$ cat config.mk
export PLATFORM = sky130hd
export DESIGN_NAME = circular_queue_fifo
export DESIGN_NICKNAME = d
export VERILOG_FILES = /design/src/hdl/cqf_pkg.sv /design/src/hdl/cqf_mem.sv /design/src/hdl/cqf_ctrl.sv /design/src/hdl/circular_queue_fifo.sv
export SDC_FILE = /design/constraint.sdc
export NUM_CORES = 1
export LEC_CHECK = 0
export ABC_CLOCK_PERIOD_IN_PS = 4100
export BUFFER_PORTS_ARGS = -buffer_cell sky130_fd_sc_hd__buf_2
export CAP_MARGIN = 20
export CORE_UTILIZATION = 28
export CTS_BUF_LIST = sky130_fd_sc_hd__clkbuf_4
export CTS_CLUSTER_SIZE = 24
export DETAILED_ROUTE_END_ITERATION = 7
export HOLD_SLACK_MARGIN = 0.02
export SLEW_MARGIN = 15
export SYNTH_ARGS = -nofsm -noshare
export SYNTH_HDL_FRONTEND = slang
export SYNTH_SLANG_ARGS = --single-unit
$ cat constraint.sdc
create_clock -name i_clk -period 4.1 [get_ports i_clk]
set_input_delay 0.41 -clock i_clk [delete_from_list [all_inputs] [get_ports i_clk]]
set_output_delay 0.41 -clock i_clk [all_outputs]
set_load 0.05 [all_outputs]
$ cat src/hdl/cqf_pkg.sv
// ----------------------------------------------------------------------------
// cqf_pkg
// shared types and codes of the ring-buffer queue: opcodes, status codes,
// result word
// ----------------------------------------------------------------------------
package cqf_pkg;

    localparam int DATA_W    = 32;
    localparam int OP_W      = 2;
    localparam int ST_W      = 2;
    localparam int DEPTH_DEF = 8;

    // opcodes carried in tuser of the input channel
    localparam logic [OP_W-1:0] OP_INSERT = 2'd0;
    localparam logic [OP_W-1:0] OP_DELETE = 2'd1;
    localparam logic [OP_W-1:0] OP_DUMP   = 2'd2;

    // status codes carried in tuser of the output channel
    localparam logic [ST_W-1:0] ST_OK    = 2'd0;
    localparam logic [ST_W-1:0] ST_FULL  = 2'd1;
    localparam logic [ST_W-1:0] ST_EMPTY = 2'd2;

    typedef struct packed {
        logic [ST_W-1:0]          status;
        logic signed [DATA_W-1:0] value;
        logic                     last;
    } t_result;

endpackage

$ cat src/hdl/cqf_mem.sv
// ----------------------------------------------------------------------------
// cqf_mem
// entry store: one write port, one read port with registered read data
// ----------------------------------------------------------------------------
module cqf_mem #(
    parameter int DEPTH = cqf_pkg::DEPTH_DEF
) (
    input  logic                              i_clk,
    input  logic                              i_wr_en,
    input  logic [$clog2(DEPTH)-1:0]          i_wr_addr,
    input  logic signed [cqf_pkg::DATA_W-1:0] i_wr_data,
    input  logic                              i_rd_en,
    input  logic [$clog2(DEPTH)-1:0]          i_rd_addr,
    output logic signed [cqf_pkg::DATA_W-1:0] o_rd_data
);
    import cqf_pkg::*;

    logic signed [DATA_W-1:0] r_mem [DEPTH];
    logic signed [DATA_W-1:0] r_rd_data;

    always_ff @(posedge i_clk) begin
        if (i_wr_en) begin
            r_mem[i_wr_addr] <= i_wr_data;
        end
    end

    // read data holds until the next read
    always_ff @(posedge i_clk) begin
        if (i_rd_en) begin
            r_rd_data <= r_mem[i_rd_addr];
        end
    end

    assign o_rd_data = r_rd_data;

endmodule

$ cat src/hdl/cqf_ctrl.sv
// ----------------------------------------------------------------------------
// cqf_ctrl
// sequencer of the queue: pointers, occupancy, dump walk, one shared
// pointer-advance unit
// ----------------------------------------------------------------------------
module cqf_ctrl #(
    parameter int DEPTH = cqf_pkg::DEPTH_DEF
) (
    input  logic                              i_clk,
    input  logic                              i_rst_n,
    input  logic                              i_valid,
    output logic                              o_ready,
    input  logic [cqf_pkg::OP_W-1:0]          i_opcode,
    input  logic signed [cqf_pkg::DATA_W-1:0] i_data,
    input  logic                              i_out_free,
    output logic                              o_res_load,
    output cqf_pkg::t_result                  o_res,
    output logic                              o_wr_en,
    output logic [$clog2(DEPTH)-1:0]          o_wr_addr,
    output logic signed [cqf_pkg::DATA_W-1:0] o_wr_data,
    output logic                              o_rd_en,
    output logic [$clog2(DEPTH)-1:0]          o_rd_addr,
    input  logic signed [cqf_pkg::DATA_W-1:0] i_rd_data
);
    import cqf_pkg::*;

    localparam int PTR_W = $clog2(DEPTH);
    localparam int CNT_W = $clog2(DEPTH + 1);
    localparam logic [PTR_W-1:0] PTR_LAST = PTR_W'(DEPTH - 1);
    localparam logic [CNT_W-1:0] CNT_FULL = CNT_W'(DEPTH);
    localparam logic [CNT_W-1:0] CNT_ONE  = CNT_W'(1);

    typedef enum logic [1:0] {
        S_IDLE = 2'b01,
        S_DATA = 2'b10
    } t_state;

    t_state           r_state, n_state;
    logic [PTR_W-1:0] r_head, n_head;
    logic [PTR_W-1:0] r_tail, n_tail;
    logic [PTR_W-1:0] r_walk, n_walk;
    logic [CNT_W-1:0] r_occ, n_occ;
    logic [CNT_W-1:0] r_left, n_left;
    logic             r_is_del, n_is_del;

    logic             accept;
    logic [PTR_W-1:0] adv_in;
    logic [PTR_W-1:0] adv_out;

    // shared pointer-advance unit: tail while idle, walk pointer otherwise
    assign adv_in  = r_state[1] ? r_walk : r_tail;
    assign adv_out = (adv_in == PTR_LAST) ? '0 : adv_in + PTR_W'(1);

    assign o_ready   = (r_state == S_IDLE) && i_out_free;
    assign accept    = i_valid && o_ready;
    assign o_wr_addr = r_tail;
    assign o_wr_data = i_data;

    always_comb begin
        n_state    = r_state;
        n_head     = r_head;
        n_tail     = r_tail;
        n_walk     = r_walk;
        n_occ      = r_occ;
        n_left     = r_left;
        n_is_del   = r_is_del;
        o_res_load = 1'b0;
        o_res      = '{status: ST_OK, value: '0, last: 1'b1};
        o_wr_en    = 1'b0;
        o_rd_en    = 1'b0;
        o_rd_addr  = r_head;
        unique case (r_state)
            S_IDLE: begin
                if (accept) begin
                    unique case (i_opcode)
                        OP_INSERT: begin
                            o_res_load = 1'b1;
                            if (r_occ == CNT_FULL) begin
                                o_res.status = ST_FULL;
                            end else begin
                                o_wr_en = 1'b1;
                                n_tail  = adv_out;
                                n_occ   = r_occ + CNT_ONE;
                            end
                        end
                        OP_DELETE, OP_DUMP: begin
                            if (r_occ == '0) begin
                                o_res_load   = 1'b1;
                                o_res.status = ST_EMPTY;
                            end else begin
                                o_rd_en  = 1'b1;
                                n_walk   = r_head;
                                n_is_del = (i_opcode == OP_DELETE);
                                n_left   = (i_opcode == OP_DELETE) ? CNT_ONE : r_occ;
                                n_state  = S_DATA;
                            end
                        end
                        default: begin
                            // unused opcode: no result, no change
                        end
                    endcase
                end
            end
            S_DATA: begin
                if (i_out_free) begin
                    o_res_load  = 1'b1;
                    o_res.value = i_rd_data;
                    o_res.last  = (r_left == CNT_ONE);
                    if (r_is_del) begin
                        n_head  = adv_out;
                        n_occ   = r_occ - CNT_ONE;
                        n_state = S_IDLE;
                    end else if (r_left == CNT_ONE) begin
                        n_state = S_IDLE;
                    end else begin
                        o_rd_en   = 1'b1;
                        o_rd_addr = adv_out;
                        n_walk    = adv_out;
                        n_left    = r_left - CNT_ONE;
                    end
                end
            end
            default: begin
                n_state = S_IDLE;
            end
        endcase
    end

    always_ff @(posedge i_clk) begin
        if (!i_rst_n) begin
            r_state  <= S_IDLE;
            r_head   <= '0;
            r_tail   <= '0;
            r_occ    <= '0;
            r_left   <= '0;
            r_is_del <= 1'b0;
        end else begin
            r_state  <= n_state;
            r_head   <= n_head;
            r_tail   <= n_tail;
            r_occ    <= n_occ;
            r_left   <= n_left;
            r_is_del <= n_is_del;
        end
    end

    always_ff @(posedge i_clk) begin
        r_walk <= n_walk;
    end

endmodule

$ cat src/hdl/circular_queue_fifo.sv
// ----------------------------------------------------------------------------
// circular_queue_fifo
// ring-buffer queue of signed 32-bit words with insert, delete and dump
// ----------------------------------------------------------------------------
// usage:
//   input channel s_axis: tuser carries the opcode (insert, delete, dump),
//   tdata the value to insert. opcode 3 is swallowed with no result.
//   output channel m_axis: tuser carries the status (ok, full, empty),
//   tdata the deleted or dumped value (zero otherwise), tlast marks the
//   final result of an item.
//   insert and every full or empty answer are loaded into the output register
//   as the item is taken; a delete, or the first entry of a dump, first passes
//   through the registered read port of the entry store.
//   an insert leaves the sequencer idle; a delete or a dump keeps it busy, and
//   no new item is taken, until its last result is loaded, one entry per read.
//   the input is ready only while the sequencer is idle and the output
//   register is free or being drained.
//   reset (synchronous, active low) empties the queue: head, tail and
//   occupancy go to zero; store contents are left as they are.
//   when the receiver stalls, the result stays in the output register and
//   the sequencer, including a dump in progress, waits.
// ----------------------------------------------------------------------------
module circular_queue_fifo #(
    parameter int DEPTH = cqf_pkg::DEPTH_DEF
) (
    input  logic                              i_clk,
    input  logic                              i_rst_n,
    // input channel
    input  logic                              s_axis_tvalid,
    output logic                              s_axis_tready,
    input  logic signed [cqf_pkg::DATA_W-1:0] s_axis_tdata,  // [31:0] data_value
    input  logic [cqf_pkg::OP_W-1:0]          s_axis_tuser,  // [1:0] opcode
    // output channel
    output logic                              m_axis_tvalid,
    input  logic                              m_axis_tready,
    output logic signed [cqf_pkg::DATA_W-1:0] m_axis_tdata,  // [31:0] out_value
    output logic [cqf_pkg::ST_W-1:0]          m_axis_tuser,  // [1:0] status
    output logic                              m_axis_tlast
);
    import cqf_pkg::*;

    localparam int PTR_W = $clog2(DEPTH);

    // store port signals
    logic                     wr_en;
    logic [PTR_W-1:0]         wr_addr;
    logic signed [DATA_W-1:0] wr_data;
    logic                     rd_en;
    logic [PTR_W-1:0]         rd_addr;
    logic signed [DATA_W-1:0] rd_data;

    // result hand-off to the output register
    logic    res_load;
    t_result res;
    logic    out_free;

    logic    r_out_valid;
    t_result r_out;

    // output register is free when empty or being taken this cycle
    assign out_free = !r_out_valid || m_axis_tready;

    cqf_ctrl #(
        .DEPTH (DEPTH)
    ) u_ctrl (
        .i_clk      (i_clk),
        .i_rst_n    (i_rst_n),
        .i_valid    (s_axis_tvalid),
        .o_ready    (s_axis_tready),
        .i_opcode   (s_axis_tuser),
        .i_data     (s_axis_tdata),
        .i_out_free (out_free),
        .o_res_load (res_load),
        .o_res      (res),
        .o_wr_en    (wr_en),
        .o_wr_addr  (wr_addr),
        .o_wr_data  (wr_data),
        .o_rd_en    (rd_en),
        .o_rd_addr  (rd_addr),
        .i_rd_data  (rd_data)
    );

    cqf_mem #(
        .DEPTH (DEPTH)
    ) u_mem (
        .i_clk     (i_clk),
        .i_wr_en   (wr_en),
        .i_wr_addr (wr_addr),
        .i_wr_data (wr_data),
        .i_rd_en   (rd_en),
        .i_rd_addr (rd_addr),
        .o_rd_data (rd_data)
    );

    // output register: valid is control, the result word is payload
    always_ff @(posedge i_clk) begin
        if (!i_rst_n) begin
            r_out_valid <= 1'b0;
        end else if (res_load) begin
            r_out_valid <= 1'b1;
        end else if (m_axis_tready) begin
            r_out_valid <= 1'b0;
        end
    end

    always_ff @(posedge i_clk) begin
        if (res_load) begin
            r_out <= res;
        end
    end

    assign m_axis_tvalid = r_out_valid;
    assign m_axis_tdata  = r_out.value;
    assign m_axis_tuser  = r_out.status;
    assign m_axis_tlast  = r_out.last;

endmodule
* Yosys cells after proc, flatten, opt, wreduce, memory -nomap -nowiden
Memory sizes are Yosys's and may differ from the RTL's. A register that Yosys moved wholly into a read port is not among the register bits.
Index checks and enable logic that the tools add are counted.
W data, S select, Z words.
** Word-level totals
- Memory bits (read-only) :: 0
- Word-level logic and storage cells :: 109
- Register bits after elaboration :: 56
- Bits in writable memories :: 256
- Bits in latches :: 0
- Bits of input ports :: 38
- Memories kept :: 1
** Memory list
- u_mem.r_mem :: words 8, bits a word 32, rd ports 1, clocked after memory_dff 1, wr ports 1, RTL line cqf_mem.sv:18 : logic signed [DATA_W-1:0] r_mem [DEPTH];
** Cells by class
- Shifts and indexed selects :: 0
- Mux-type cells :: 57
- Eq/ne operators :: 17
- Add/sub/neg operators :: 4
- Order comparisons :: 0
- Divide/modulo/power cells :: 0
- Multipliers :: 0
- Reduce and logical (&&, ||, !) cells :: 17
- Bitwise operators :: 2
** Operators by type and width (number)
- $mux W4 :: 12
- $mux W3 :: 12
- $mux W1 :: 18
- $pmux W4 S2 :: 2
- $mux W2 :: 7
- $ne A2 B2 Y1 const B :: 6
- $pmux W2 S2 :: 2
- $reduce_and A4 Y1 :: 2
- $sub A4 B1 Y4 const B :: 2
- $reduce_and A7 Y1 :: 1
- $ne A2 B1 Y1 const B :: 3
- $pmux W1 S2 :: 3
- $pmux W3 S2 :: 1
- $reduce_and A6 Y1 :: 1
- $reduce_and A5 Y1 :: 1
- $add A4 B1 Y4 const B :: 1
- $eq A2 B1 Y1 const B :: 2
- $eq A2 B2 Y1 const B :: 2
- $eq A4 B1 Y1 const B :: 1
- $eq A4 B4 Y1 const B :: 1
- $logic_not A4 Y1 :: 1
- $reduce_and A2 Y1 :: 2
- $reduce_bool A2 Y1 :: 2
- $add A3 B1 Y3 const B :: 1
- other kinds (9) :: 11

* Longest topological paths before layout
Gate-level depths: netlist (run 1).
- Depth after elaboration :: 8
- Mapped depth :: 10
- Depth with buffers taken out :: 8

* Modules after synthesis
From an unflattened synthesis (run 1), not the netlist that was laid out.
** Second synthesis, totals
- Cell total of the unflattened synthesis :: 676
- Area total of the unflattened synthesis :: 13710.6 um2
** By module, submodules not included
- cqf_mem :: cells each 415, sequential area each 8648.3 um2, instances 1, area each 10786.6 um2
- cqf_ctrl :: cells each 222, sequential area each 430.4 um2, instances 1, area each 1824.2 um2
- circular_queue_fifo :: cells each 39, sequential area each 1071.0 um2, instances 1, area each 1099.8 um2

* Worst setup path before layout (run 1)
No wires, ideal clock.
- Path kind :: reg2reg
- Start point :: register r_out_valid (netlist: m_axis_tvalid)
- End point :: memory u_mem.r_mem[0][0] (enable)
- Arrival :: 3.815 ns
- Library setup time :: 0.461 ns
- Data required time :: 3.639 ns
- Slack :: -0.176 ns
- Stages on the path, launching flop included :: 6
- Path through :: dfxtp_1 > nand2b_1 > clkbuf_1 > nand2_1 > or3_1 > nor3_1
** Between the ends
- Longest elaborated chain between the ends :: 8
** Ends and longest elaborated chain
- from (decl) :: RTL line circular_queue_fifo.sv:57 : logic r_out_valid;
- from (signal assigned) :: RTL line circular_queue_fifo.sv:98 : r_out_valid <= 1'b0;
- from (signal assigned) :: RTL line circular_queue_fifo.sv:100 : r_out_valid <= 1'b1;
- from (signal assigned) :: RTL line circular_queue_fifo.sv:102 : r_out_valid <= 1'b0;
- $logic_not A1 Y1 :: RTL line circular_queue_fifo.sv:61 : assign out_free = !r_out_valid || m_axis_tready;
- $logic_or A1 B1 Y1 :: RTL line circular_queue_fifo.sv:61
- $logic_and A1 B1 Y1 :: RTL line cqf_ctrl.sv:54 : assign o_ready = (r_state == S_IDLE) && i_out_free;
- $logic_and A1 B1 Y1 :: RTL line cqf_ctrl.sv:55 : assign accept = i_valid && o_ready;
- $mux W1 :: RTL line cqf_ctrl.sv:74 : if (accept) begin
- $mux W1 :: RTL line cqf_ctrl.sv:72 : unique case (r_state)
- $mux W1 :: RTL line cqf_mem.sv:22 : if (i_wr_en) begin
- $mux W1 (not written as such) :: RTL line cqf_mem.sv:23 : r_mem[i_wr_addr] <= i_wr_data;
- to (decl) :: RTL line cqf_mem.sv:18
No other way between the ends.

* Final worst setup path (run 1)
- Start point :: register u_ctrl.r_state[1]
- End point :: register u_mem.r_rd_data[21] (netlist: u_mem.o_rd_data[21]), read port of u_mem.r_mem, data pin
** Between the ends
- Longest elaborated chain between the ends :: 7
** Ends and longest elaborated chain
- from (decl) :: RTL line cqf_ctrl.sv:38 : t_state r_state, n_state;
- from (signal assigned) :: RTL line cqf_ctrl.sv:138 : r_state <= n_state;
- $mux W3 :: RTL line cqf_ctrl.sv:51 : assign adv_in = r_state[1] ? r_walk : r_tail;
- $add A3 B1 Y3 or $eq A3 B3 Y1 (tied branches) :: RTL line cqf_ctrl.sv:52 : assign adv_out = (adv_in == PTR_LAST) ? '0 : adv_in + PTR_W'(1);
- $mux W3 :: RTL line cqf_ctrl.sv:52
- $mux W3 :: RTL line cqf_ctrl.sv:113 : end else if (r_left == CNT_ONE) begin
- $mux W3 :: RTL line cqf_ctrl.sv:109 : if (r_is_del) begin
- $mux W3 :: RTL line cqf_ctrl.sv:105 : if (i_out_free) begin
- $mux W3 :: RTL line cqf_ctrl.sv:72
- to (decl) :: RTL line cqf_mem.sv:19 : logic signed [DATA_W-1:0] r_rd_data;
Several ways; a longest one is shown, not always the timed one.
A chain may end at the register's enable or synchronous reset.

==> results.toml, run 1 <==
[outcome]
outcome = "complete, no violations"

[placement]
gp_congestion = 0.799
dp_hpwl_um = 19100
dp.cells = 1629
numPortBuffers = 74

[floorplan]
fp.dieW_um = 228
start_util_pct = 28.4
std_cell_rows = 82
io_pins = 75
die_area_sq_mm = 0.0519
die_h_um = 228
coreArea_sq_mm = 0.0502

[clocking]
cts_tree = "yes"
postCtsSetupBuffers = 0
cts.path.max_buffers = 3
clkSinkCount = 344
ctsHoldBuffers = 32
ctsResizeCount = 0
numCtsBuffers = 81
clkLatencyLatePin_ns = 0.73
root_buffer = "clkbuf_4"
path_clk_slew_ns = 0.07
htree_levels = 3

[global_route]
grt_pass1_wl_um = 52900
grt_max_degree = 97
overflow = 0
grt_pass1_vias = 8864
grt_usage_pct = 13.1
antenna_found_initial = 3

[power_and_ir_drop]
combPwrFrac_pct = 12.6
ir_drop_v = 0.000231
power.internal_w = 0.00591
pwr-share-seq_pct = 51.3
sw_frac_of_total_pct = 26.3
leakage_nw = 5.93
pwr-share-clk_pct = 36.2
switching_power_w = 0.00211
power_density_mw_per_mm2 = 477

[synthesis]
synth_area_leader_cell = "edfxtp_1"
netlist_top_cells_area = "edfxtp_1 69%, and3_1 4.1%, a2111oi_2 3.4%"
yosys_warnings = 0
synth_top_area_share_pct = 68.6
syn_nets = 970
syn_area_per_cell_sq_um = 15.5
ys_types = 61
ys_seq_area_share_pct = 71.1
asyncSetResetFlopFracSynth_pct = 0
synth_area_sq_mm = 0.0143
ys.flop_type = "edfxtp_1"
synthCells = 921
synth_edf_count = 326
ys_seq_elements = 344

[timing]
period_share_pct = 85.3
finalSetupViolCount = 0
fmax_mhz = 286
hold_viol_final = 0
period_needed_ns = 3.50
slew_headroom_pct = 20.4
clock_skew_ns = 0.0284
rsz0062_at_grt = "no"
tightest_slew_ns = 1.19
slew_viol_final = 0
final.setup.tns_ns = 0

[run]
maxCapViolations = 0

[route]
via_per_inst = 4.74
avgRoutedWirePerCell_um = 18.8
drc = 0
drt_iter0_drc = 566
routed_wl_um = 34000
routed-via-count = 8583
ant_nets = 0
firstDrtPassIters = 5

[critical_path]
worstSetupPathType = "register to register"
cp_data_required_time_ns = 4.61
crit_chain = "ha_2 > buf_4 > nand2b_2 > nor3_1 > o22ai_4 > buf_4 > and3_2 > a2111oi_2"
cp_common_cell = "buf_4"
cp.arrival_ns = 4.01
worst_setup_path_start_kind = "register"
cp_max_fo = 56
worst_setup_path_end_kind = "register"
cpPeakStageDelay_ns = 0.67
reg2regPathDepth = 8
slowest_stage = "nor3_1"

[finish]
stdcell_count = 1811
drive_gt1_share_pct = 29.3
nNetsFinal = 1121
final_core_util_pct = 33.5
area_delta_synth_final_pct = 17.8

[worst_hold_path]
hp-class = "input pin to register"
holdPathStages = 2
cell usage in the layout (no fill, tap or decap), types with 3 or more instances in the layout:
cell type / instances
a211oi_1: 35
a2111oi_2: 32
a21oi_1: 14
nand3_1: 69
nor2_4: 7
clkinv_1: 17
inv_1: 15
dlygate4sd3_1: 32
o21ai_1: 28
and3_1: 94
buf_4: 22
clkbuf_4: 125
a21boi_0: 3
nor2_1: 6
nor3_1: 8
nand2_1: 22
buf_12: 5
edfxtp_1: 326
xnor2_1: 4
mux2i_1: 37
ha_1: 9
and3_2: 36
dfxtp_1: 18
buf_2: 74
nor2b_1: 7
o21ai_0: 39
bufinv_16: 3
metal layers:
layer	wire, um	global-route usage (%)	part of all wire, %
met5	22	0	0.065
met3	1650	2.81	4.8
met4	802	4.71	2.4
met2	17000	22.2	50
met1	14600	16.5	43
final cells by class:
cell class	instances	area (sq um)
fillers	4896	33400
flip-flops and latches	344	10100
multi-input cells	496	3690
repair buffers	133	956
clock buffers	125	938
well taps	672	841
clock inverters	24	175
inverters	16	62.6
diodes	1	2.50
logic make-up after synthesis:
logic type / after synthesis / share of synthesized area, %
flops: 344 / 71.1
simple gates: 269 / 11.2
compound gates: 171 / 9.50
buf+inv: 81 / 3.95
mux: 40 / 2.91
fa+ha+maj: 11 / 1.02
xor+xnor: 5 / 0.307
per-stage QoR:
stage / hold WS [ns] / instance area [sq um] / worst slack (ns) / total power (W)
final: 0.0878 / 16800 / 0.601 / 0.00803
after global routing: 0.0948 / 16800 / 0.314 / 0.00838
after CTS: 0.0296 / 16800 / 0.534 / 0.00813
after detailed placement: 0.475 / 15400 / 0.566 / 0.00519
after global placement: 0.464 / 15400 / 0.719 / 0.00516
after floorplan: 0.448 / 14300 / 0.595 / 0.00486
worst max-delay path: cells and delay by family (launching register included):
family | cells | cell delay, ns
AO/OA/AOI/OAI | 2 | 0.63
adder cells (fa/ha/maj) | 1 | 0.25
buffers and inverters | 2 | 0.81
flip-flops | 1 | 0.49
AND/OR/NAND/NOR | 3 | 1.10
Yosys cell counts (3+ instances only):
library cell,number
edfxtp_1,326
and3_1,94
nand3_1,69
o21ai_0,39
mux2i_1,37
and3_2,36
a211oi_1,35
a2111oi_2,32
o21ai_1,28
clkbuf_1,27
nand2_1,22
dfxtp_1,18
a21oi_1,15
inv_1,15
nor2_1,13
buf_2,12
ha_1,10
nor3_1,10
buf_6,8
clkbuf_8,8
nor2b_1,7
xnor2_1,4
a21boi_0,3
clkbuf_4,3
nand2b_1,3
o22ai_1,3
registers in the layout, indices dropped and copies added (netlist names), 3 cells and up:
| name | flops |
|---|---|
| u_mem.r_mem | 256 |
| m_axis_tdata | 32 |
| u_ctrl.o_wr_addr | 3 |
| u_mem.o_rd_data | 32 |
| u_ctrl.r_left | 4 |
| u_ctrl.r_occ | 4 |
| u_ctrl.r_walk | 3 |
| u_ctrl.r_head | 3 |
worst paths after layout:
check	end	from	slack, ns
setup reg to reg	u_mem.o_rd_data[21]	u_ctrl.r_state[1]	0.60
hold / removal	u_ctrl.r_state[0]	i_rst_n	0.09
setup / recovery	u_mem.o_rd_data[21]	u_ctrl.r_state[1]	0.60
hold reg to reg	u_ctrl.r_left[1]	u_ctrl.r_left[1]	0.48
power groups by stage:
stage / sequential, W / combinational, W / clock (W)
2_1_floorplan: 0.00439 / 0.000466 / 0
3_3_place_gp: 0.00420 / 0.000969 / 0
3_5_place_dp: 0.00420 / 0.000992 / 0
4_1_cts: 0.00412 / 0.00102 / 0.00299
5_1_grt: 0.00413 / 0.00109 / 0.00316
6_report: 0.00412 / 0.00101 / 0.00290
(Power assumes the default switching activity.)
==> run 2: changes to the inputs <==
--- a/config.mk
+++ b/config.mk
@@ -13,6 +13,7 @@
 export CTS_CLUSTER_SIZE = 24
 export DETAILED_ROUTE_END_ITERATION = 7
 export HOLD_SLACK_MARGIN = 0.02
+export PLACE_DENSITY = 0.41
 export SLEW_MARGIN = 15
 export SYNTH_ARGS = -nofsm -noshare
 export SYNTH_HDL_FRONTEND = slang
==> run 2 against run 1 <==
Worst hold slack better by 0.064 ns. Clock skew is 0.0097 ns higher. Final area is 1.0% higher. Fmax is 1.5% higher. Final cell count is 1.5% higher. Core utilization is 0.34 points higher. Sequential power hardly changed. Total power is 2.7% higher. Largest power group unchanged.
==> results.toml, run 2 (synthesized netlist as in run 1, its figures left out) <==
[route]
drc = 0
via_per_inst = 4.73
avgRoutedWirePerCell_um = 21.0
routed_wl_um = 38600
ant_nets = 0
firstDrtPassIters = 5
drt_iter0_drc = 538
routed-via-count = 8696

[clocking]
cts.path.max_buffers = 3
postCtsSetupBuffers = 0
clkSinkCount = 344
htree_levels = 3
path_clk_slew_ns = 0.06
root_buffer = "clkbuf_4"
cts_tree = "yes"
clkLatencyLatePin_ns = 0.76
numCtsBuffers = 95

[critical_path]
crit_end = "u_mem.o_rd_data[31]"
cp_data_required_time_ns = 4.64
worstSetupPathType = "register to register"
reg2regPathDepth = 8
worst_setup_path_start_kind = "register"
r2r_setup_slack_ns = 0.65
reg2reg_to = "u_mem.o_rd_data[31]"
cp_max_fo = 18
startpoint = "u_ctrl.r_state[1]"
r2r_start = "u_ctrl.r_state[1]"
worst_setup_path_end_kind = "register"
cp.arrival_ns = 3.99

[timing]
clock_skew_ns = 0.0381
slew_headroom_pct = 25.0
finalSetupViolCount = 0
rsz0062_at_grt = "no"
final.setup.tns_ns = 0
period_needed_ns = 3.45
hold_viol_final = 0
tightest_slew_ns = 1.13
fmax_mhz = 290
slew_viol_final = 0
period_share_pct = 84.1

[outcome]
outcome = "complete, no violations"

[power_and_ir_drop]
totalPowerFinal_w = 0.00824
power_density_mw_per_mm2 = 485
leakage_nw = 6.05
ir_drop_v = 0.000129

[global_route]
use_met2_pct = 24.5
antenna_found_initial = 3
busiest_layer = "met2"
met3_usage_pct = 3.09
overflow = 0
grt_pass1_vias = 9105
grt_max_degree = 97
use_met1_pct = 19.7
grt_pass1_wl_um = 58600
grt_usage_pct = 15.0

[worst_hold_path]
hp-class = "input pin to register"

[finish]
final_common_cell = "edfxtp_1"
area_delta_synth_final_pct = 19.0
final_cell_mix = "326 x edfxtp_1, 155 x clkbuf_4, 94 x and3_1"
drive_gt1_share_pct = 31.0
largest_reg_flops = 256
num-fill-cells = 4970
nNetsFinal = 1140
top_register = "u_mem.r_mem"

[floorplan]
die_h_um = 228
std_cell_rows = 82
coreArea_sq_mm = 0.0502
fp.dieW_um = 228
io_pins = 75
die_area_sq_mm = 0.0519
start_util_pct = 28.4

[placement]
gp_congestion = 0.731
numPortBuffers = 74
dp_hpwl_um = 20600

[run]
maxCapViolations = 0
run 2: routing by layer:
layer  wire, um  vias up
li1           -     4045
met1      17700     4391
met2      18500      198
met3       1690       60
met4        676        2
met5         10        -
run 2: worst max-delay path, cell delays in order (launching register included):
cell	delay [ns]
dfxtp_1	0.49
mux2i_4	0.41
inv_4	0.08
ha_1	0.40
nor4_1	0.12
a22oi_2	0.94
buf_4	0.48
a211oi_1	0.10
a2111oi_2	0.22
run 2: worst min-delay path by stage:
| stage | slack [ns] | depth (start not counted) | start | to |
|---|---|---|---|---|
| final | 0.15 | 3 | s_axis_tuser[0] | m_axis_tuser[1] |
| after global routing | 0.09 | 3 | s_axis_tuser[0] | m_axis_tuser[1] |
| after CTS | 0.04 | 3 | s_axis_tuser[0] | m_axis_tuser[1] |
| after detailed placement | 0.47 | 2 | u_ctrl.r_left[1] | u_ctrl.r_left[1] |
| after global placement | 0.47 | 2 | u_ctrl.r_left[1] | u_ctrl.r_left[1] |
| after floorplan | 0.45 | 2 | u_ctrl.r_left[1] | u_ctrl.r_left[1] |
run 2: power breakdown:
part	switching (W)	total, W	leakage, nW	internal (W)
combinational	0.000748	0.00104	2.21	0.000293
sequential	0.0000711	0.00412	3.10	0.00405
clock	0.00139	0.00308	0.743	0.00169
total	0.00221	0.00824	6.05	0.00603
run 2: through the flow:
stage	area (sq um)	utilization [%]	hold WS (ns)	setup WS, ns	instances
floorplan	14300	-	0.448	0.595	921
global placement	15400	30.7	0.466	0.748	1631
detailed placement	15400	30.7	0.472	0.638	1631
CTS	17000	33.8	0.0392	0.619	1835
global route	17000	33.8	0.0946	0.348	1837
finish	17000	33.8	0.152	0.652	1838
run 2: layout make-up:
type / count / area, sq um / area share, %
Multi-Input combinational cell: 496 / 3680 / 21.7
Clock inverter: 14 / 52.6 / 0.309
Clock buffer: 155 / 1160 / 6.85
Timing Repair Buffer: 138 / 1030 / 6.04
Antenna cell: 3 / 7.51 / 0.0442
Sequential cell: 344 / 10100 / 59.8
Inverter: 16 / 62.6 / 0.368
Tap cell: 672 / 841 / 4.95
run 2: what timing repair did:
item,in CTS,in global routing
gates resized for setup,0,0
hold buffers,35,0
endpoints found under the hold margin,275,0
